--- config.mk ---
export PLATFORM = sky130hd
export DESIGN_NAME = stock_span_previous_greater_flat
export DESIGN_NICKNAME = d
export VERILOG_FILES = /design/src/rtl/ssp_pkg.sv /design/src/rtl/ssp_if.sv /design/src/rtl/ssp_ctrl.sv /design/src/rtl/ssp_dp.sv /design/src/rtl/stock_span_previous_greater.sv /design/src/flat_wrapper.sv
export SDC_FILE = /design/constraint.sdc
export NUM_CORES = 2
export LEC_CHECK = 0
export BUFFER_PORTS_ARGS = -buffer_cell sky130_fd_sc_hd__buf_4
export CAP_MARGIN = 20
export CORE_MARGIN = 2
export CORE_UTILIZATION = 30
export DETAILED_ROUTE_END_ITERATION = 10
export SETUP_SLACK_MARGIN = 0.05
export SYNTH_ARGS = -nofsm -noshare
export SYNTH_HDL_FRONTEND = slang
export SYNTH_HIERARCHICAL = 1
export SYNTH_SLANG_ARGS = --single-unit
--- constraint.sdc ---
create_clock -name clk_i -period 13.8 [get_ports clk_i]
set_clock_uncertainty 0.05 [all_clocks]
set_input_delay 1.38 -clock clk_i [delete_from_list [all_inputs] [get_ports clk_i]]
set_output_delay 1.38 -clock clk_i [all_outputs]
set_load 0.05 [all_outputs]
--- src/rtl/ssp_pkg.sv ---
`default_nettype none

package ssp_pkg;

  localparam int unsigned STACK_DEPTH = 64;
  localparam int unsigned PTR_W = (STACK_DEPTH > 1) ? $clog2(STACK_DEPTH) : 1;
  localparam int unsigned CNT_W = $clog2(STACK_DEPTH + 1);

  localparam logic [31:0] POS_MAX  = 32'hFFFF_FFFF;
  localparam logic [31:0] NONE_VAL = 32'hFFFF_FFFF;  // -1 when nothing greater

  typedef struct packed {
    logic signed [31:0] price;
    logic               restart;
  } in_item_t;

  typedef struct packed {
    logic        [31:0] span;
    logic signed [31:0] prev_greater;
    logic               found;
    logic               lost;
  } out_item_t;

  // controller -> datapath
  typedef struct packed {
    logic load;    // latch accepted item, apply restart
    logic pop;     // drop top, fetch the entry below
    logic refill;  // top cache <- fetched entry
    logic finish;  // emit result, push item
  } dp_cmd_t;

  // datapath -> controller
  typedef struct packed {
    logic pop_needed;  // stack not empty and top <= price
    logic out_busy;    // result register full and not taken this cycle
  } dp_status_t;

endpackage

`default_nettype wire

--- src/rtl/ssp_if.sv ---
`default_nettype none

interface ssp_in_if;
  import ssp_pkg::*;

  logic     valid;
  logic     ready;
  in_item_t payload;

  modport source (output valid, output payload, input ready);
  modport sink   (input valid, input payload, output ready);
endinterface

interface ssp_out_if;
  import ssp_pkg::*;

  logic      valid;
  logic      ready;
  out_item_t payload;

  modport source (output valid, output payload, input ready);
  modport sink   (input valid, input payload, output ready);
endinterface

`default_nettype wire

--- src/rtl/ssp_ctrl.sv ---
`default_nettype none

module ssp_ctrl (
  input  wire                 clk_i,
  input  wire                 rst_ni,
  input  wire                 in_valid_i,
  output logic                in_ready_o,
  input  ssp_pkg::dp_status_t status_i,
  output ssp_pkg::dp_cmd_t    cmd_o
);
  import ssp_pkg::*;

  typedef enum logic [2:0] {
    ST_IDLE = 3'b001,
    ST_CMP  = 3'b010,
    ST_WAIT = 3'b100
  } state_e;

  state_e state_q, state_d;

  always_comb begin
    state_d    = state_q;
    cmd_o      = '0;
    in_ready_o = 1'b0;
    case (state_q)
      ST_IDLE: begin
        in_ready_o = 1'b1;
        if (in_valid_i) begin
          cmd_o.load = 1'b1;
          state_d    = ST_CMP;
        end
      end
      ST_CMP: begin
        if (status_i.pop_needed) begin
          cmd_o.pop = 1'b1;
          state_d   = ST_WAIT;
        end else if (!status_i.out_busy) begin
          cmd_o.finish = 1'b1;
          state_d      = ST_IDLE;
        end
      end
      ST_WAIT: begin
        cmd_o.refill = 1'b1;
        state_d      = ST_CMP;
      end
      default: begin
        state_d = ST_IDLE;
      end
    endcase
  end

  always_ff @(posedge clk_i or negedge rst_ni) begin
    if (!rst_ni) begin
      state_q <= ST_IDLE;
    end else begin
      state_q <= state_d;
    end
  end

  a_pop_then_refill: assert property (@(posedge clk_i) disable iff (!rst_ni)
    cmd_o.pop |=> cmd_o.refill)
    else $error("pop not followed by refill");

  a_load_then_cmp: assert property (@(posedge clk_i) disable iff (!rst_ni)
    cmd_o.load |=> (state_q == ST_CMP))
    else $error("accepted item did not enter compare");

  a_finish_not_busy: assert property (@(posedge clk_i) disable iff (!rst_ni)
    cmd_o.finish |-> !status_i.out_busy && !status_i.pop_needed)
    else $error("finish while pop pending or result register busy");

endmodule

`default_nettype wire

--- src/rtl/ssp_dp.sv ---
`default_nettype none

module ssp_dp (
  input  wire                 clk_i,
  input  wire                 rst_ni,
  input  ssp_pkg::in_item_t   in_item_i,
  input  ssp_pkg::dp_cmd_t    cmd_i,
  output ssp_pkg::dp_status_t status_o,
  ssp_out_if.source           out_o
);
  import ssp_pkg::*;

  function automatic logic [PTR_W-1:0] ptr_inc(input logic [PTR_W-1:0] p);
    return (p == PTR_W'(STACK_DEPTH - 1)) ? '0 : p + PTR_W'(1);
  endfunction

  function automatic logic [PTR_W-1:0] ptr_dec(input logic [PTR_W-1:0] p);
    return (p == '0) ? PTR_W'(STACK_DEPTH - 1) : p - PTR_W'(1);
  endfunction

  // stack storage, circular so that dropping the bottom entry is a pointer move
  logic signed [31:0] mem_val [STACK_DEPTH];
  logic        [31:0] mem_pos [STACK_DEPTH];
  logic signed [31:0] rd_val_q;
  logic        [31:0] rd_pos_q;

  logic [PTR_W-1:0]   top_q;
  logic [CNT_W-1:0]   count_q;
  logic [31:0]        pos_q;
  logic               lost_q;
  logic signed [31:0] price_q;
  logic signed [31:0] top_val_q;
  logic        [31:0] top_pos_q;

  logic               out_valid_q;
  out_item_t          out_q;

  logic               full;
  logic [PTR_W-1:0]   top_dec, top_inc;
  out_item_t          res;

  assign full    = (count_q == CNT_W'(STACK_DEPTH));
  assign top_dec = ptr_dec(top_q);
  assign top_inc = ptr_inc(top_q);

  assign status_o.pop_needed = (count_q != '0) && (top_val_q <= price_q);
  assign status_o.out_busy   = out_valid_q && !out_o.ready;

  always_comb begin
    res = '0;
    if (count_q == '0) begin
      res.span         = (pos_q == POS_MAX) ? POS_MAX : pos_q + 32'd1;
      res.prev_greater = NONE_VAL;
      res.found        = 1'b0;
    end else begin
      res.span         = (pos_q > top_pos_q) ? pos_q - top_pos_q : 32'd1;
      res.prev_greater = top_val_q;
      res.found        = 1'b1;
    end
    res.lost = lost_q || full;
  end

  always_ff @(posedge clk_i or negedge rst_ni) begin
    if (!rst_ni) begin
      top_q   <= PTR_W'(STACK_DEPTH - 1);
      count_q <= '0;
      pos_q   <= '0;
      lost_q  <= 1'b0;
    end else if (cmd_i.load) begin
      if (in_item_i.restart) begin
        top_q   <= PTR_W'(STACK_DEPTH - 1);
        count_q <= '0;
        pos_q   <= '0;
        lost_q  <= 1'b0;
      end
    end else if (cmd_i.pop) begin
      top_q   <= top_dec;
      count_q <= count_q - CNT_W'(1);
    end else if (cmd_i.finish) begin
      top_q <= top_inc;
      if (full) begin
        lost_q <= 1'b1;  // push overwrites the oldest entry
      end else begin
        count_q <= count_q + CNT_W'(1);
      end
      if (pos_q != POS_MAX) begin
        pos_q <= pos_q + 32'd1;
      end
    end
  end

  always_ff @(posedge clk_i) begin
    if (cmd_i.load) begin
      price_q <= in_item_i.price;
    end
    if (cmd_i.refill) begin
      top_val_q <= rd_val_q;
      top_pos_q <= rd_pos_q;
    end else if (cmd_i.finish) begin
      top_val_q <= price_q;
      top_pos_q <= pos_q;
    end
  end

  always_ff @(posedge clk_i) begin
    if (cmd_i.finish) begin
      mem_val[top_inc] <= price_q;
      mem_pos[top_inc] <= pos_q;
    end
  end

  always_ff @(posedge clk_i) begin
    rd_val_q <= mem_val[top_dec];
    rd_pos_q <= mem_pos[top_dec];
  end

  always_ff @(posedge clk_i or negedge rst_ni) begin
    if (!rst_ni) begin
      out_valid_q <= 1'b0;
    end else if (cmd_i.finish) begin
      out_valid_q <= 1'b1;
    end else if (out_o.ready) begin
      out_valid_q <= 1'b0;
    end
  end

  always_ff @(posedge clk_i) begin
    if (cmd_i.finish) begin
      out_q <= res;
    end
  end

  assign out_o.valid   = out_valid_q;
  assign out_o.payload = out_q;

  a_count_bound: assert property (@(posedge clk_i) disable iff (!rst_ni)
    count_q <= CNT_W'(STACK_DEPTH))
    else $error("stack count above depth");

  a_pop_nonempty: assert property (@(posedge clk_i) disable iff (!rst_ni)
    cmd_i.pop |-> (count_q != '0))
    else $error("pop on empty stack");

  a_finish_valid: assert property (@(posedge clk_i) disable iff (!rst_ni)
    cmd_i.finish |=> out_valid_q && (count_q != '0))
    else $error("result or push missing after finish");

  a_lost_full: assert property (@(posedge clk_i) disable iff (!rst_ni)
    (cmd_i.finish && full) |=> lost_q && out_q.lost)
    else $error("overflow not flagged");

endmodule

`default_nettype wire

--- src/rtl/stock_span_previous_greater.sv ---
// Channel  Dir  Payload                                  Transfer
// in_i     in   price (s32), restart (1)                 valid & ready
// out_o    out  span (u32), prev_greater (s32), found,   valid & ready
//               lost
//
// An item is loaded, then compared; a refill follows each pop (memory read is
// registered, one entry fetched per pop); pops average at most one per item.
// The result register lets the next item be accepted while a result waits.
// Reset clears counters and flags; the stack memory is not cleared.
// A stalled output only holds the block when the next result is ready.
`default_nettype none

module stock_span_previous_greater (
  input  wire       clk_i,
  input  wire       rst_ni,
  ssp_in_if.sink    in_i,
  ssp_out_if.source out_o
);
  import ssp_pkg::*;

  dp_cmd_t    cmd;
  dp_status_t status;
  logic       in_ready;

  assign in_i.ready = in_ready;

  ssp_ctrl u_ctrl (
    .clk_i      (clk_i),
    .rst_ni     (rst_ni),
    .in_valid_i (in_i.valid),
    .in_ready_o (in_ready),
    .status_i   (status),
    .cmd_o      (cmd)
  );

  ssp_dp u_dp (
    .clk_i     (clk_i),
    .rst_ni    (rst_ni),
    .in_item_i (in_i.payload),
    .cmd_i     (cmd),
    .status_o  (status),
    .out_o     (out_o)
  );

endmodule

`default_nettype wire
--- src/flat_wrapper.sv ---
// flat-port wrapper written by rule: the top's interface ports become plain ports
module stock_span_previous_greater_flat import ssp_pkg::*;
  (clk_i, rst_ni, in_i_valid, in_i_payload, in_i_ready, out_o_valid, out_o_payload, out_o_ready);
  ssp_in_if in_i_i ();
  ssp_out_if out_o_i ();
  input  wire clk_i;
  input  wire rst_ni;
  input wire logic [$bits(in_i_i.valid)-1:0] in_i_valid;
  input wire logic [$bits(in_i_i.payload)-1:0] in_i_payload;
  output wire logic [$bits(in_i_i.ready)-1:0] in_i_ready;
  output wire logic [$bits(out_o_i.valid)-1:0] out_o_valid;
  output wire logic [$bits(out_o_i.payload)-1:0] out_o_payload;
  input wire logic [$bits(out_o_i.ready)-1:0] out_o_ready;
  assign in_i_i.valid = in_i_valid;
  assign in_i_i.payload = in_i_payload;
  assign in_i_ready = in_i_i.ready;
  assign out_o_valid = out_o_i.valid;
  assign out_o_payload = out_o_i.payload;
  assign out_o_i.ready = out_o_ready;
  stock_span_previous_greater u_core (.clk_i(clk_i), .rst_ni(rst_ni), .in_i(in_i_i), .out_o(out_o_i));
endmodule
==> out/metrics.csv <==
metric,value,unit
status,finished clean,
CP Data Required Time,14.35,ns
TritonCTS Buffers,432,
worst rel slew slack,6.17,%
WHS,0.377,ns
Final Hold Fails,0,
Worst-path clk slew,0.06,ns
critical path class,reg -> reg,
most common cell in the netlist,edfxtp_1,
die area,578000,um^2
maxcap violations,0,
Ports,105,
Initial Utilization,30.1,%
Placed Area,182000,um^2
VDD IR max,0.245,mV
largest net degree at the start of global routing,135,
actual slew at the worst max-slew pin,1.39,ns
CP startpoint kind,flop,
Final nets,11700,
Post-Syn Nets,11500,
register area share after synthesis,76.0,%
Tot GR Track Use,19.3,%
Setup crit end kind,flop,
reg2reg path depth,17,
number of synthesized flops with an enable pin,4258,
leakage,68.5,nW
post-route ant nets,0,
Post-CTS Setup Inserts,0,
Mapped Cells,11400,
TritonCTS Sinks,4372,
Crit Path Max Fanout,65,
#FFs+latches synth,4372,
final WL,584000,um
routed vias,107000,
row count,277,
"area leader, netlist",edfxtp_1,
"top cells by area, synth","edfxtp_1, nand2_1, mux2i_1, a32oi_1, mux4_2",
Synth async-reset ratio,1.14,%
area grow syn2layout,14.4,%
vias per cell,5.50,
TNS Setup,0,ns
CTS Hold Bufs,0,
Synth top cells by count,"edfxtp_1, nand2_1, mux2i_1",
dpl cells,18700,
yosys warns,6,
Tmin final,8.33,ns
drt wl/cell,30.0,um
vias in the first global route,99800,
RePlAce Congestion,0.888,
"Primary FF master, synth",edfxtp_1,
post-CTS sizing,0,
drt initial violations,17000,
worst-skew pair later-pin latency,1.02,ns
GRT Residual Overflow,0,
"non-filler cells, final",19500,
Die W,760,um
H-tree levels,5,
CTS max path bufs,4,
mapped cell area,172000,um^2
Post-DP HPWL,333000,um
fraction of layout cells with a size suffix above 1,12.1,%
Synth top area share,74.5,%
antenna violations before repair,64,
drt first pass iters,8,
final setup margin,5.47,ns
Final Cell Area,196000,um^2
fmax,0.120,GHz
final setup fails,0,
final routed DRC violation total,0,
hold crit path type,in -> async,
Placeable Area,569000,um^2
Power Dens Cells,203,nW/um^2
WP data arrival,8.88,ns
"Slew Viols, Final",0,
root buf cell,clkbuf_16,
RSZ-0062 raised after global routing,no,
first-pass GRT wire length,805000,um
PortBufs,104,
Final period util,60.4,%
Synth cell types,86,
DP Worst Slack,5.74,ns
Die Ht,760,um
Avg Inst Size Synth,15.1,um^2
TritonCTS clock tree,done,
## metrics by stage
| stage | util [%] | total power [mW] |
|---|---|---|
| after CTS | 34.5 | 39.5 |
| after global routing | 34.5 | 40.8 |
| after detailed placement | 32.0 | 28.0 |
| after floorplan | - | 22.3 |
| after global placement | 32.0 | 28.0 |
| final | 34.5 | 39.8 |
## state kept, by name, summed over array words and instances, names as in the netlist
name / flops
u_core/u_dp/top_pos_q: 32
u_core/u_dp/pos_q: 32
u_core/u_dp/top_q: 6
u_core/u_dp/rd_val_q: 32
u_core/u_dp/mem_pos: 2048
u_core/u_dp/out_o.valid: 1
u_core/u_ctrl/state_q: 3
u_core/u_dp/price_q: 32
u_core/u_dp/lost_q: 1
u_core/u_dp/mem_val: 2048
u_core/u_dp/out_o.payload: 66
u_core/u_dp/top_val_q: 32
u_core/u_dp/rd_pos_q: 32
u_core/u_dp/count_q: 7
## final timing paths
check	slack, ns	end	startpoint
setup / recovery	5.47	u_core/u_dp/mem_val[50][28]	u_core/u_dp/price_q[9]
hold / removal	0.38	u_core/u_dp/pos_q[27]	rst_ni
setup reg to reg	5.47	u_core/u_dp/mem_val[50][28]	u_core/u_dp/price_q[9]
hold reg to reg	0.46	u_core/u_dp/pos_q[29]	u_core/u_dp/pos_q[29]
max in group asynchronous	12.70	u_core/u_dp/pos_q[7]	rst_ni
min in group clk_i	0.46	u_core/u_dp/pos_q[29]	u_core/u_dp/pos_q[29]
## cell families (layout without fill, tap and decap cells)
logic type	count (synthesis)	count (layout)	share of synthesized area, %
flip-flops	4372	4372	76.0
multiplexers	852	852	5.85
AO/OA/AOI/OAI	1558	1558	5.99
other	0	22	0
adder cells (fa/ha/maj)	74	74	0.548
buffers and inverters	795	1380	2.18
XOR/XNOR	64	64	0.331
AND/OR/NAND/NOR	3644	3644	9.13
## routing by layer
layer / share of wire [%] / global-route usage, % / vias to the layer above
li1: - / - / 44000
met1: 39 / 26.2 / 55100
met2: 45 / 30.1 / 6941
met3: 12 / 5.08 / 1100
met4: 3.9 / 6.50 / 46
met5: 0.061 / 0 / -
## layout by cell type (no fill, tap or decap), types with 166 or more instances in the layout
cell type | synthesis | layout
edfxtp_1 | 4258 | 4258
buf_4 | 85 | 462
nand2_1 | 2470 | 2462
a21oi_1 | 424 | 423
mux2i_1 | 697 | 697
o22ai_1 | 190 | 190
clkbuf_16 | 0 | 437
nand4_1 | 187 | 187
a31oi_1 | 168 | 166
o21ai_0 | 211 | 211
nand3_1 | 516 | 516
a32oi_1 | 326 | 326
## power by group
group | total [mW] | switching, mW | internal [mW]
logic | 12.9 | 9.60 | 3.27
registers | 15.2 | 0.220 | 15.0
clock network | 11.7 | 5.11 | 6.58
total | 39.8 | 14.9 | 24.9
## layout make-up
class / count / area [um^2]
fill: 53800 / 373000
sequential: 4372 / 130000
clock buffer: 574 / 11700
tap: 7533 / 9430
antenna: 22 / 55.1
multi-input combinational: 6192 / 38200
inverter: 82 / 308
clock inverter: 233 / 2170
timing repair buffer: 491 / 4030
## worst max-delay path: stages, from the launching register on
cell      delay (ns)
edfxtp_1        0.33
buf_4           0.52
inv_1           0.21
ha_1            0.36
a21o_1          0.12
a21o_1          0.12
a21oi_1         0.06
or4_1           0.54
o211ai_1        0.15
a21oi_1         0.13
o31ai_1         0.13
a211oi_1        0.14
o221a_2         0.43
nor4b_4         0.90
nand3_1         1.06
nor2_4          1.17
buf_4           0.62
buf_4           0.64
No activity file was read; power rests on OpenSTA's default activity.
